==> src/rtl/kwsc_pkg.sv <==
`default_nettype none

package kwsc_pkg;

  localparam int unsigned NUM_LETTERS = 26;

  localparam logic [4:0] LAST_LETTER = 5'd25;
  localparam logic [7:0] LETTER_A    = 8'h61;
  localparam logic [7:0] LETTER_Z    = 8'h7A;

  typedef enum logic [1:0] {
    FUNC_START  = 2'd0,
    FUNC_KEY    = 2'd1,
    FUNC_FINISH = 2'd2,
    FUNC_TEXT   = 2'd3
  } func_t;

  typedef enum logic [0:0] {
    ST_IDLE,
    ST_FILL
  } kwsc_state_t;

  typedef struct packed {
    logic       clr;
    logic       place;
    logic [4:0] idx;
  } tbl_cmd_t;

  function automatic logic is_lower(input logic [7:0] b);
    return (b >= LETTER_A) && (b <= LETTER_Z);
  endfunction

  function automatic logic [4:0] letter_idx(input logic [7:0] b);
    logic [7:0] diff;
    diff = b - LETTER_A;
    return diff[4:0];
  endfunction

endpackage

`default_nettype wire

==> src/rtl/kwsc_table.sv <==
`default_nettype none

module kwsc_table (
  input  wire logic              clk,
  input  wire logic              rst_n,
  input  wire kwsc_pkg::tbl_cmd_t cmd,
  input  wire logic              lk_en,
  input  wire logic [4:0]        lk_idx,
  output logic [4:0]             lk_data
);
  import kwsc_pkg::*;

  logic [4:0]             table_r [NUM_LETTERS];
  logic [NUM_LETTERS-1:0] seen_r;
  logic [NUM_LETTERS-1:0] seen_nxt;
  logic [4:0]             fill_r;
  logic [4:0]             fill_nxt;
  logic [4:0]             lk_data_r;
  logic                   do_place;
  logic                   do_write;

  assign do_place = cmd.place && (cmd.idx <= LAST_LETTER) && !seen_r[cmd.idx];
  assign do_write = do_place && (fill_r < 5'(NUM_LETTERS));

  always_comb begin
    seen_nxt = seen_r;
    fill_nxt = fill_r;
    if (cmd.clr) begin
      seen_nxt = '0;
      fill_nxt = '0;
    end else if (do_place) begin
      seen_nxt[cmd.idx] = 1'b1;
      if (do_write) begin
        fill_nxt = fill_r + 5'd1;
      end
    end
  end

  always_ff @(posedge clk) begin
    if (!rst_n) begin
      seen_r <= '0;
      fill_r <= '0;
    end else begin
      seen_r <= seen_nxt;
      fill_r <= fill_nxt;
    end
  end

  // entries at or beyond the fill point read as letter a
  always_ff @(posedge clk) begin
    if (!cmd.clr && do_write) begin
      table_r[fill_r] <= cmd.idx;
    end
    if (lk_en) begin
      lk_data_r <= (lk_idx < fill_r) ? table_r[lk_idx] : 5'd0;
    end
  end

  assign lk_data = lk_data_r;

endmodule

`default_nettype wire

==> src/rtl/kwsc_seq.sv <==
`default_nettype none

module kwsc_seq (
  input  wire logic               clk,
  input  wire logic               rst_n,
  input  wire logic               in_valid,
  input  wire logic [1:0]         in_func,
  input  wire logic [7:0]         in_byte,
  input  wire logic               out_free,
  output logic                    in_ready,
  output logic                    text_fire,
  output kwsc_pkg::tbl_cmd_t      cmd
);
  import kwsc_pkg::*;

  kwsc_state_t state_r;
  kwsc_state_t state_nxt;
  logic [4:0]  cnt_r;
  logic [4:0]  cnt_nxt;
  logic        accept;

  assign in_ready = (state_r == ST_IDLE) && out_free;
  assign accept   = in_valid && in_ready;

  always_comb begin
    state_nxt = state_r;
    cnt_nxt   = cnt_r;
    case (state_r)
      ST_IDLE: begin
        if (accept && (in_func == FUNC_FINISH)) begin
          state_nxt = ST_FILL;
          cnt_nxt   = LAST_LETTER;
        end
      end
      ST_FILL: begin
        cnt_nxt = cnt_r - 5'd1;
        if (cnt_r == 5'd0) begin
          state_nxt = ST_IDLE;
        end
      end
      default: state_nxt = ST_IDLE;
    endcase
  end

  always_comb begin
    cmd       = '0;
    text_fire = 1'b0;
    case (state_r)
      ST_IDLE: begin
        if (accept) begin
          case (in_func)
            FUNC_START: cmd.clr = 1'b1;
            FUNC_KEY: begin
              cmd.place = is_lower(in_byte);
              cmd.idx   = letter_idx(in_byte);
            end
            FUNC_TEXT: text_fire = 1'b1;
            default: ;
          endcase
        end
      end
      ST_FILL: begin
        // walk z down to a; the table drops letters already seen
        cmd.place = 1'b1;
        cmd.idx   = cnt_r;
      end
      default: ;
    endcase
  end

  always_ff @(posedge clk) begin
    if (!rst_n) begin
      state_r <= ST_IDLE;
      cnt_r   <= '0;
    end else begin
      state_r <= state_nxt;
      cnt_r   <= cnt_nxt;
    end
  end

endmodule

`default_nettype wire

==> src/rtl/keyword_substitution_cipher.sv <==
// Keyword substitution cipher.
// Input channel (in_valid/in_ready, in_func, in_byte) takes one beat per item:
//   start clears the key, key adds a keyword letter, finish completes the
//   alphabet, text encrypts one byte. Only text beats produce a result.
// Result channel (out_valid/out_ready, out_byte) carries one ciphertext byte
//   per text beat, in order, from an output register.
// A text result is valid the cycle after its beat is accepted. Back-to-back start,
//   key and text items run at one per cycle while out_ready holds high.
// After a finish beat the placement unit visits z down to a, one letter per cycle,
//   and in_ready stays low meanwhile.
// While out_valid is high and out_ready is low, in_ready drops until the
//   pending result is taken; no result is lost or repeated.
// Reset (rst_n low, synchronous) empties the key and the output register.
// Text sent before the first finish maps unplaced letters to 'a'.
`default_nettype none

module keyword_substitution_cipher (
  input  wire logic       clk,
  input  wire logic       rst_n,
  input  wire logic       in_valid,
  output logic            in_ready,
  input  wire logic [1:0] in_func,
  input  wire logic [7:0] in_byte,
  output logic            out_valid,
  input  wire logic       out_ready,
  output logic [7:0]      out_byte
);
  import kwsc_pkg::*;

  tbl_cmd_t   cmd;
  logic       text_fire;
  logic       out_free;
  logic [4:0] lk_data;
  logic       out_valid_r;
  logic       lower_r;
  logic [7:0] text_r;

  assign out_free = !out_valid_r || out_ready;

  kwsc_seq u_seq (
    .clk       (clk),
    .rst_n     (rst_n),
    .in_valid  (in_valid),
    .in_func   (in_func),
    .in_byte   (in_byte),
    .out_free  (out_free),
    .in_ready  (in_ready),
    .text_fire (text_fire),
    .cmd       (cmd)
  );

  kwsc_table u_table (
    .clk     (clk),
    .rst_n   (rst_n),
    .cmd     (cmd),
    .lk_en   (text_fire),
    .lk_idx  (letter_idx(in_byte)),
    .lk_data (lk_data)
  );

  always_ff @(posedge clk) begin
    if (!rst_n) begin
      out_valid_r <= 1'b0;
    end else if (text_fire) begin
      out_valid_r <= 1'b1;
    end else if (out_ready) begin
      out_valid_r <= 1'b0;
    end
  end

  always_ff @(posedge clk) begin
    if (text_fire) begin
      lower_r <= is_lower(in_byte);
      text_r  <= in_byte;
    end
  end

  assign out_valid = out_valid_r;
  assign out_byte  = lower_r ? (LETTER_A + {3'b000, lk_data}) : text_r;

endmodule

`default_nettype wire
==> config.mk <==
export PLATFORM = sky130hd
export DESIGN_NAME = keyword_substitution_cipher
export DESIGN_NICKNAME = d
export VERILOG_FILES = /design/src/rtl/kwsc_pkg.sv /design/src/rtl/kwsc_table.sv /design/src/rtl/kwsc_seq.sv /design/src/rtl/keyword_substitution_cipher.sv
export SDC_FILE = /design/constraint.sdc
export NUM_CORES = 1
export LEC_CHECK = 0
export ABC_AREA = 1
export BUFFER_PORTS_ARGS = -buffer_cell sky130_fd_sc_hd__buf_4
export CORE_MARGIN = 4
export CORE_UTILIZATION = 25
export CTS_BUF_LIST = sky130_fd_sc_hd__clkbuf_4
export DETAILED_ROUTE_END_ITERATION = 10
export SLEW_MARGIN = 15
export SYNTH_ARGS = -nofsm -noshare
export SYNTH_HDL_FRONTEND = slang
export SYNTH_SLANG_ARGS = --single-unit
export TNS_END_PERCENT = 50
==> constraint.sdc <==
create_clock -name clk -period 3.2 [get_ports clk]
set_input_delay 0.16 -clock clk [delete_from_list [all_inputs] [get_ports clk]]
set_output_delay 0.16 -clock clk [all_outputs]
set_load 0.005 [all_outputs]
# Yosys cells after proc, flatten, opt, wreduce, memory -nomap -nowiden
# Memory sizes are Yosys's and may differ from the RTL's. A register that Yosys moved wholly into a read port is not among the register bits.
# Index checks and enable logic that the tools add are counted.
dict set report op_classes {
  order_cmp 7
  mux 22
  eq_ne 4
  add_sub_neg 4
  bitwise_logic 3
  reduce_logical 19
}
# op count
set ops {}
lappend ops {{$or 26x26->26} 1}
lappend ops {{$mux 1} 13}
lappend ops {{$pmux 6 s2} 1}
lappend ops {{$pmux 5 s2} 1}
lappend ops {{$sub 5x1->5 const B} 2}
lappend ops {{$logic_and 1x1->1} 9}
lappend ops {{$add 7x5->8 const A} 1}
lappend ops {{$ge 8x7->1 const B} 1}
lappend ops {{$le 8x7->1 const B} 1}
lappend ops {{$mux 8} 1}
lappend ops {{$mux 7} 1}
lappend ops {{$lt 5x6->1 const B} 1}
lappend ops {{$mux 6} 1}
lappend ops {{$add 5x1->5 const B} 1}
lappend ops {{$bmux 1 s5} 1}
lappend ops {{$demux 1 s5} 1}
lappend ops {{$ge 5x1->1 const B} 1}
lappend ops {{$le 5x5->1 const B} 1}
lappend ops {{$logic_not 5->1} 1}
lappend ops {{$lt 5x5->1} 1}
lappend ops {{$lt 5x5->1 const B} 1}
lappend ops {{$mux 5} 1}
lappend ops {{$eq 2x2->1 const B} 2}
lappend ops {{$logic_not 1->1} 4}
lappend ops {{9 further kinds} 10}
dict set report totals {
  ram_bits 130
  wordCells 67
  memories 1
  register_bits 47
  inputBits 14
  output_inout_bits 10
}
# name depth width read_ports rd_ports_with_merged_regs write_ports line
set mem_list {}
lappend mem_list {u_table.table_r 26 5 1 1 1 kwsc_table.sv:13} ;# logic [4:0] table_r [NUM_LETTERS];

# Logic depth before layout (Yosys ltp)
# Gate-level depths: netlist of run 1.
dict set report depth {
  ltp_word 14
  ltp_mapped 19
}

# Hierarchy
# From an unflattened synthesis of run 1, not the netlist that was laid out.
dict set report unflattened {
  hier_cells 857
  area_unflattened_um2 8450.6
}
# module cells_per_inst area_each_um2 instances
set by_module_without_submodules {}
lappend by_module_without_submodules {kwsc_table 690 7243.2 1}
lappend by_module_without_submodules {keyword_substitution_cipher 78 616.8 1}
lappend by_module_without_submodules {kwsc_seq 89 590.6 1}

# Worst setup path before layout of run 1
# Ideal clock, no wire load.
dict set report synth_path {
  kind {input-to-reg}
  from {input port in_byte[0]}
  to {memory u_table.table_r[10][0] (enable)}
  setup_time_ns 0.374
  path_slack_ns 0.044
  n_path_buf 3
  arrival_time_ns 2.782
  cell_stages 17
  path_cell_list {inv_2 clkbuf_1 clkbuf_1 ha_1 inv_1 nand2_1 nand3_1 nor2_1 nor2_2 inv_2 nor2_1 nand2_1 nand2_1 nor2_2 nand3_2 buf_6 nor3_1}
}
# item line
set synth_lines {}
lappend synth_lines {{start, declared} keyword_substitution_cipher.sv:23} ;# input wire logic [7:0] in_byte,
lappend synth_lines {{end, declared} kwsc_table.sv:13}

# Final worst setup path of run 1
dict set report layout_path {
  from {input port in_byte[1]}
  to {memory u_table.table_r[5][4] (enable)}
}
dict set report layout_via {
  elab_chain_cells 12
  word_cells_on_any_way 17
  classes_between {add/sub: 1; order compare: 3; mux: 7; reduce/logical: 6}
}
# item line
set layout_rtl {}
lappend layout_rtl {{$sub 5x1->5} kwsc_pkg.sv:35} ;# diff = b - LETTER_A;
lappend layout_rtl {{$mux 6 (*)} kwsc_seq.sv:51} ;# case (in_func)
lappend layout_rtl {{$mux 7 (*)} kwsc_seq.sv:50} ;# if (accept) begin
lappend layout_rtl {{$pmux 6 s2 (*)} kwsc_seq.sv:48} ;# case (state_r)
lappend layout_rtl {{$bmux 1 s5} kwsc_table.sv:22} ;# assign do_place = cmd.place && (cmd.idx <= LAST_LETTER) && !seen_r[cmd.idx];
lappend layout_rtl {{$mux 1 (not written as such)} kwsc_table.sv:22}
lappend layout_rtl {{$logic_not 1->1} kwsc_table.sv:22}
lappend layout_rtl {{$logic_and 1x1->1 (*)} kwsc_table.sv:22}
lappend layout_rtl {{$logic_and 1x1->1 (*)} kwsc_table.sv:23} ;# assign do_write = do_place && (fill_r < 5'(NUM_LETTERS));
lappend layout_rtl {{$logic_and 1x1->1 (*)} kwsc_table.sv:51} ;# if (!cmd.clr && do_write) begin
lappend layout_rtl {{$mux 1 (*)} kwsc_table.sv:51}
lappend layout_rtl {{$mux 1 (not written as such) (*)} kwsc_table.sv:52} ;# table_r[fill_r] <= cmd.idx;
# Every way passes the cells marked *; elsewhere a longest branch is shown, timed or not. The select of a mux whose other input is x is not followed.

==> out/metrics.yaml, run 1 <==
cp_common_cell: "nand2_1"
cts_resized: 0
ys_seq_area_share_pct: 61.7
vias: 6145
crit_slowest_cell: "dlygate4sd3_1"
drtPass1Iterations: 5
yosysWarnings: 0
crit_chain: "dlygate4sd3_1 > buf_4 > inv_1 > ha_1 > nand2_1 > nand3_1 > nor2_1 > nor2_2 > nand2_1 > nand3_1 > nand2_1 > nor2_1 > nand2_1 > nor2_4 > and2_1 > nand3_2 > nor2_1"
p_per_area_nw_per_um2: 448
final_cells: 1334
worstPathRequired_ns: 3.43
io_buffers: 23
period_share_pct: 87.5
final_hold_viol_count: 0
h-tree-depth: 4
dieArea_um2: 35900
fin_skew_ns: 0.0243
synth.distinct_cells: 38
grt_start_max_net_pins: 56
dieWidth_um: 190
worstSetupStartpointType: "input port"
grt_pass1_vias: 6188
avgSynthCellArea_um2: 9.97
post-route-min-period_ns: 2.80
fmax_mhz: 357
crit_path_max_fanout: 7
cts.sinks: 182
drc: 0
max_stage_delay_ns: 0.55
post_drt_wl_per_cell_um: 15.3
track_usage_pct: 11.5
maxSlewViolCount: 0
vias_per_cell: 4.61
initial_utilization_pct: 25.3
fp.dieH_um: 190
hpwl_mm: 13.6
drive_gt1_share_pct: 13.5
cts_tree: "built"
core_um2: 32500
fin_nets: 906
end_kind: "flop"
cp_top_family: "simple AND/OR/NAND/NOR gates"
hold_ws_ns: 0.0784
netlist.area_leader.share_pct: 52.5
clk_pin_slew_worst_paths_ns: 0.14
cts_buffer_depth: 2
timing.critical_path.buf_inv: 3
worst_pin_slew_ns: 0.930
synth_area_leaders: "edfxtp_1 52%, dfxtp_1 9.2%, nor2_1 6.2%, nand2_1 5.0%, o21ai_0 4.6%"
clk_latency_ns: 0.57
drt_iter0_markers: 477
r2r_slack_ns: 0.40
postCtsSetupRepairBufs: 0
antenna_found_initial: 1
syn_area_um2: 8240
setup_tns_ns: 0
synth_top_area_cell: "edfxtp_1"
leakagePower_nw: 3.32
hold_class: "input port to flop"
ios: 24
ys_seq_elements: 182
maxCapViolCount: 0
ir_drop_v: 0.000219
critPathArrivalTime_ns: 3.03
cts-buffers-inserted: 17
outcome: "finished, final reports clean"
routed_wl_mm: 20.4
synth_cells: 826
slew_headroom_pct: 38.0
rows: 66
criticalPathCategory: "input port to flop"
synth_nets: 854
dp.cells: 1290
overflow: 0
gp_congestion: 0.811
ant_nets: 0
setup_violations: 0
cts_hold_buf: 11
rsz0062_at_grt: "false"
clk_root_buffer_cell: "clkbuf_4"
grt_first_pass_wirelength_mm: 32.7
syn_to_final_growth_pct: 15.2
==> power by group <==
group,internal (mW),total (mW),switching (mW)
sequential,2.55,2.56,0.00972
clock,0.500,1.28,0.776
combinational,0.135,0.412,0.277
total,3.19,4.25,1.06
==> path summary, 6_finish.rpt <==
kind	startpoint	endpoint	depth (start not counted)
worst max-delay path	in_byte[1]	u_table.table_r[5][4]	17
worst min-delay path	in_valid	out_valid	5
worst max register to register	u_seq.state_r	u_table.table_r[5][4]	14
worst min register to register	u_table.seen_r[13]	u_table.seen_r[13]	2
==> placed cells by master, fill, tap and decap left out, drive strengths merged <==
| cell | count |
|---|---|
| a21oi | 36 |
| buf | 64 |
| o221ai | 10 |
| inv | 75 |
| dfxtp | 38 |
| o21ai | 76 |
| or2 | 1 |
| edfxtp | 144 |
| nand4 | 25 |
| o2111ai | 1 |
| o21bai | 1 |
| a21o | 1 |
| diode | 1 |
| clkbuf | 21 |
| ha | 14 |
| nor2 | 143 |
| xor2 | 2 |
| nand3b | 1 |
| o22ai | 20 |
| bufinv | 2 |
| dlygate4sd3 | 11 |
| and2 | 2 |
| nand3 | 43 |
| nand2 | 112 |
| nor3 | 21 |
| a2111o | 1 |
| o211ai | 11 |
| a311oi | 6 |
| clkinvlp | 2 |
| clkinv | 7 |
==> synth_stat cells, drive strengths merged <==
cell,n
buf,12
nor2,143
nor3,21
o211ai,11
clkinv,2
o21bai,1
clkbuf,30
o221ai,10
nand4,25
o22ai,20
or2,1
dfxtp,38
a21oi,36
and2,2
o21ai,76
nand2,112
o2111ai,1
a2111o,1
a21o,1
edfxtp,144
nand3b,1
nand3,43
a311oi,6
xor2,2
inv,73
ha,14
==> registers in the layout, indices dropped and copies added (netlist names) <==
name             cells
u_table.lk_data      5
text_r               8
u_seq.cnt_r          5
u_table.seen_r      26
u_table.table_r    130
u_seq.state_r        1
out_valid            1
lower_r              1
u_table.fill_r       5
==> metal layers <==
metal,share of wire [%],track usage [%],wire [um]
met3,5.6,2.42,1150
met5,0,0,0
met4,2.0,4.12,408
met1,45,15.1,9180
met2,47,18.7,9640
==> tightest hold or removal path, stage by stage <==
cell and delay [ns]:
buf_4 0.13, nand3_4 0.14, nor3_2 0.06, nor2_1 0.08
nor2_1 0.05
==> stage by stage <==
stage / setup WS, ns / instance area, um^2 / utilization (%) / power (mW)
2_1_floorplan: 0.0444 / 8240 / - / 2.86
3_3_place_gp: 0.374 / 9090 / 28.0 / 3.01
3_5_place_dp: 0.359 / 9090 / 28.0 / 3.01
4_1_cts: 0.353 / 9490 / 29.2 / 4.30
5_1_grt: 0.160 / 9490 / 29.2 / 4.44
6_report: 0.402 / 9490 / 29.2 / 4.25
==> final cells by class <==
type	count	area, um^2
multi-input cells	527	2690
clock inverters	11	124
fillers	3446	23000
repair buffers	75	591
inverters	75	284
diodes	1	2.50
flip-flops and latches	182	5080
clock buffers	21	158
well taps	442	553
==> cell families after synthesis <==
kind of cell | after synthesis | synth area share [%]
adder cells (fa/ha/maj) | 14 | 2.13
buffers and inverters | 117 | 5.79
AND/OR/NAND/NOR | 348 | 18.7
flip-flops | 182 | 61.7
AO/OA/AOI/OAI | 163 | 11.5
XOR/XNOR | 2 | 0.213
No activity file was read; power rests on OpenSTA's default activity.
==> run 2: changes to the inputs <==
--- a/config.mk
+++ b/config.mk
@@ -7,9 +7,11 @@
 export LEC_CHECK = 0
 export ABC_AREA = 1
 export BUFFER_PORTS_ARGS = -buffer_cell sky130_fd_sc_hd__buf_4
+export CORE_ASPECT_RATIO = 0.5
 export CORE_MARGIN = 4
 export CORE_UTILIZATION = 25
 export CTS_BUF_LIST = sky130_fd_sc_hd__clkbuf_4
+export CTS_CLUSTER_SIZE = 16
 export DETAILED_ROUTE_END_ITERATION = 10
 export SLEW_MARGIN = 15
 export SYNTH_ARGS = -nofsm -noshare
==> out/metrics.yaml, run 2 (same netlist as run 1, synthesis figures left out) <==
switchingPower_mw: 1.11
drc: 0
worstSetupStartpointType: "flop"
p_per_area_nw_per_um2: 441
vias_per_cell: 4.70
seqPwrFrac_pct: 61.9
post-route-util_pct: 29.3
maxSlewViolCount: 0
drive_gt1_share_pct: 12.7
antenna_found_initial: 1
io_buffers: 23
worstPathRequired_ns: 3.45
drt_iter0_markers: 645
worst_pin_slew_ns: 0.917
slew_headroom_pct: 38.8
crit_path_max_fanout: 9
post-place-ws_ns: 0.260
grt_first_pass_wirelength_mm: 31.3
post-route-min-period_ns: 2.94
syn_to_final_growth_pct: 14.1
crit_slowest_cell: "dfxtp_1"
p_clk_share_pct: 28.5
p_comb_share_pct: 9.6
clk_pin_slew_worst_paths_ns: 0.16
maxCapViolCount: 0
grt_pass1_vias: 5876
fin_nets: 899
crit_chain: "inv_4 > nand3_4 > nor2_1 > nor2_2 > inv_2 > nand2_1 > nand2_1 > nand2_1 > nand2_1 > nor2_4 > and2_1 > nand3_2 > nor2_1"
hold_class: "input port to flop"
h-tree-depth: 4
critPathArrivalTime_ns: 3.19
largest_reg_flops: 130
leakagePower_nw: 3.27
dieArea_um2: 36100
drtPass1Iterations: 8
initial_utilization_pct: 25.7
dieWidth_um: 265
ant_nets: 0
hpwl_mm: 12.9
clk_root_buffer_cell: "clkbuf_4"
track_usage_pct: 11.0
top_register: "u_table.table_r"
max_stage_delay_ns: 0.55
setup_slack_ns: 0.261
postCtsSetupRepairBufs: 0
layout_common_cells: "144 x edfxtp_1, 137 x nor2_1, 109 x nand2_1, 75 x o21ai_0, 67 x inv_1"
clk_latency_ns: 0.60
vias: 6193
hold_ws_ns: 0.102
gp_congestion: 0.845
routed_wl_mm: 19.6
criticalPathCategory: "flop to flop"
fmax_mhz: 340
final_hold_viol_count: 0
setup_tns_ns: 0
grt_start_max_net_pins: 66
cp_common_cell: "nand2_1"
ir_drop_v: 0.000172
rsz0062_at_grt: "false"
power.internal_mw: 3.03
cts_buffer_depth: 2
outcome: "finished, final reports clean"
post_drt_wl_per_cell_um: 14.9
timing.critical_path.buf_inv: 2
overflow: 0
cp_top_family: "simple AND/OR/NAND/NOR gates"
fp.dieH_um: 136
fin_skew_ns: 0.0325
end_kind: "flop"
layout.cells.most_common: "edfxtp_1"
cts_tree: "built"
setup_violations: 0
rows: 46
core_um2: 32100
period_share_pct: 91.8
ios: 24
p_total_mw: 4.14
cts-buffers-inserted: 17
reg.largest.list: "u_table.table_r x130, u_table.seen_r x26, text_r x8"
cts.sinks: 182
swShare_pct: 26.8
run 2: changes by cell type in the layout (fill, tap and decap cells not counted), sizes merged:
cell         delta
buf             -8
inv             +5
bufinv          -2
clkbuf          -2
clkinv          -1
dlygate4sd3     +1
run 2: layout make-up:
class | instances | area [um^2]
Antenna cell | 1 | 2.50
Clock buffer | 19 | 143
Clock inverter | 13 | 110
Fill cell | 3268 | 22700
Inverter | 75 | 284
Multi-Input combinational cell | 527 | 2690
Sequential cell | 182 | 5080
Tap cell | 432 | 541
Timing Repair Buffer | 68 | 553
run 2: repair_timing:
item,4_1_cts,5_1_grt
hold buffers,12,0
endpoints found under the hold margin,15,0
gates resized for setup,0,0
run 2: worst paths after layout:
check	from	slack (ns)	to	cells past startpoint
setup / recovery	u_seq.state_r	0.26	u_table.table_r[16][2]	13
hold / removal	in_byte[0]	0.10	text_r[0]	2
hold reg to reg	u_table.seen_r[1]	0.46	u_table.seen_r[1]	2
setup reg to reg	u_seq.state_r	0.26	u_table.table_r[16][2]	13
run 2: per-layer routing:
layer / vias to the layer above / global-route usage [%] / wire length, um
met2: 204 / 18.3 / 9460
met3: 23 / 2.19 / 1070
met4: 0 / 3.63 / 219
met5: - / 0 / 0
met1: 2982 / 14.5 / 8860
li1: 2984 / - / -
run 2: power groups by stage:
stage                     Sequential (mW)  Clock, mW  Combinational, mW
after CTS                            2.56       1.21              0.398
after floorplan                      2.61          0              0.248
after global placement               2.62          0              0.383
final                                2.56       1.18              0.398
after global routing                 2.57       1.32              0.443
after detailed placement             2.62          0              0.385
run 2: metrics by stage:
| step | std cells | cell area [um^2] |
|---|---|---|
| after detailed placement | 1272 | 9030 |
| after global routing | 1317 | 9400 |
| after floorplan | 826 | 8240 |
| after global placement | 1272 | 9030 |
| after CTS | 1316 | 9400 |
| final | 1317 | 9400 |
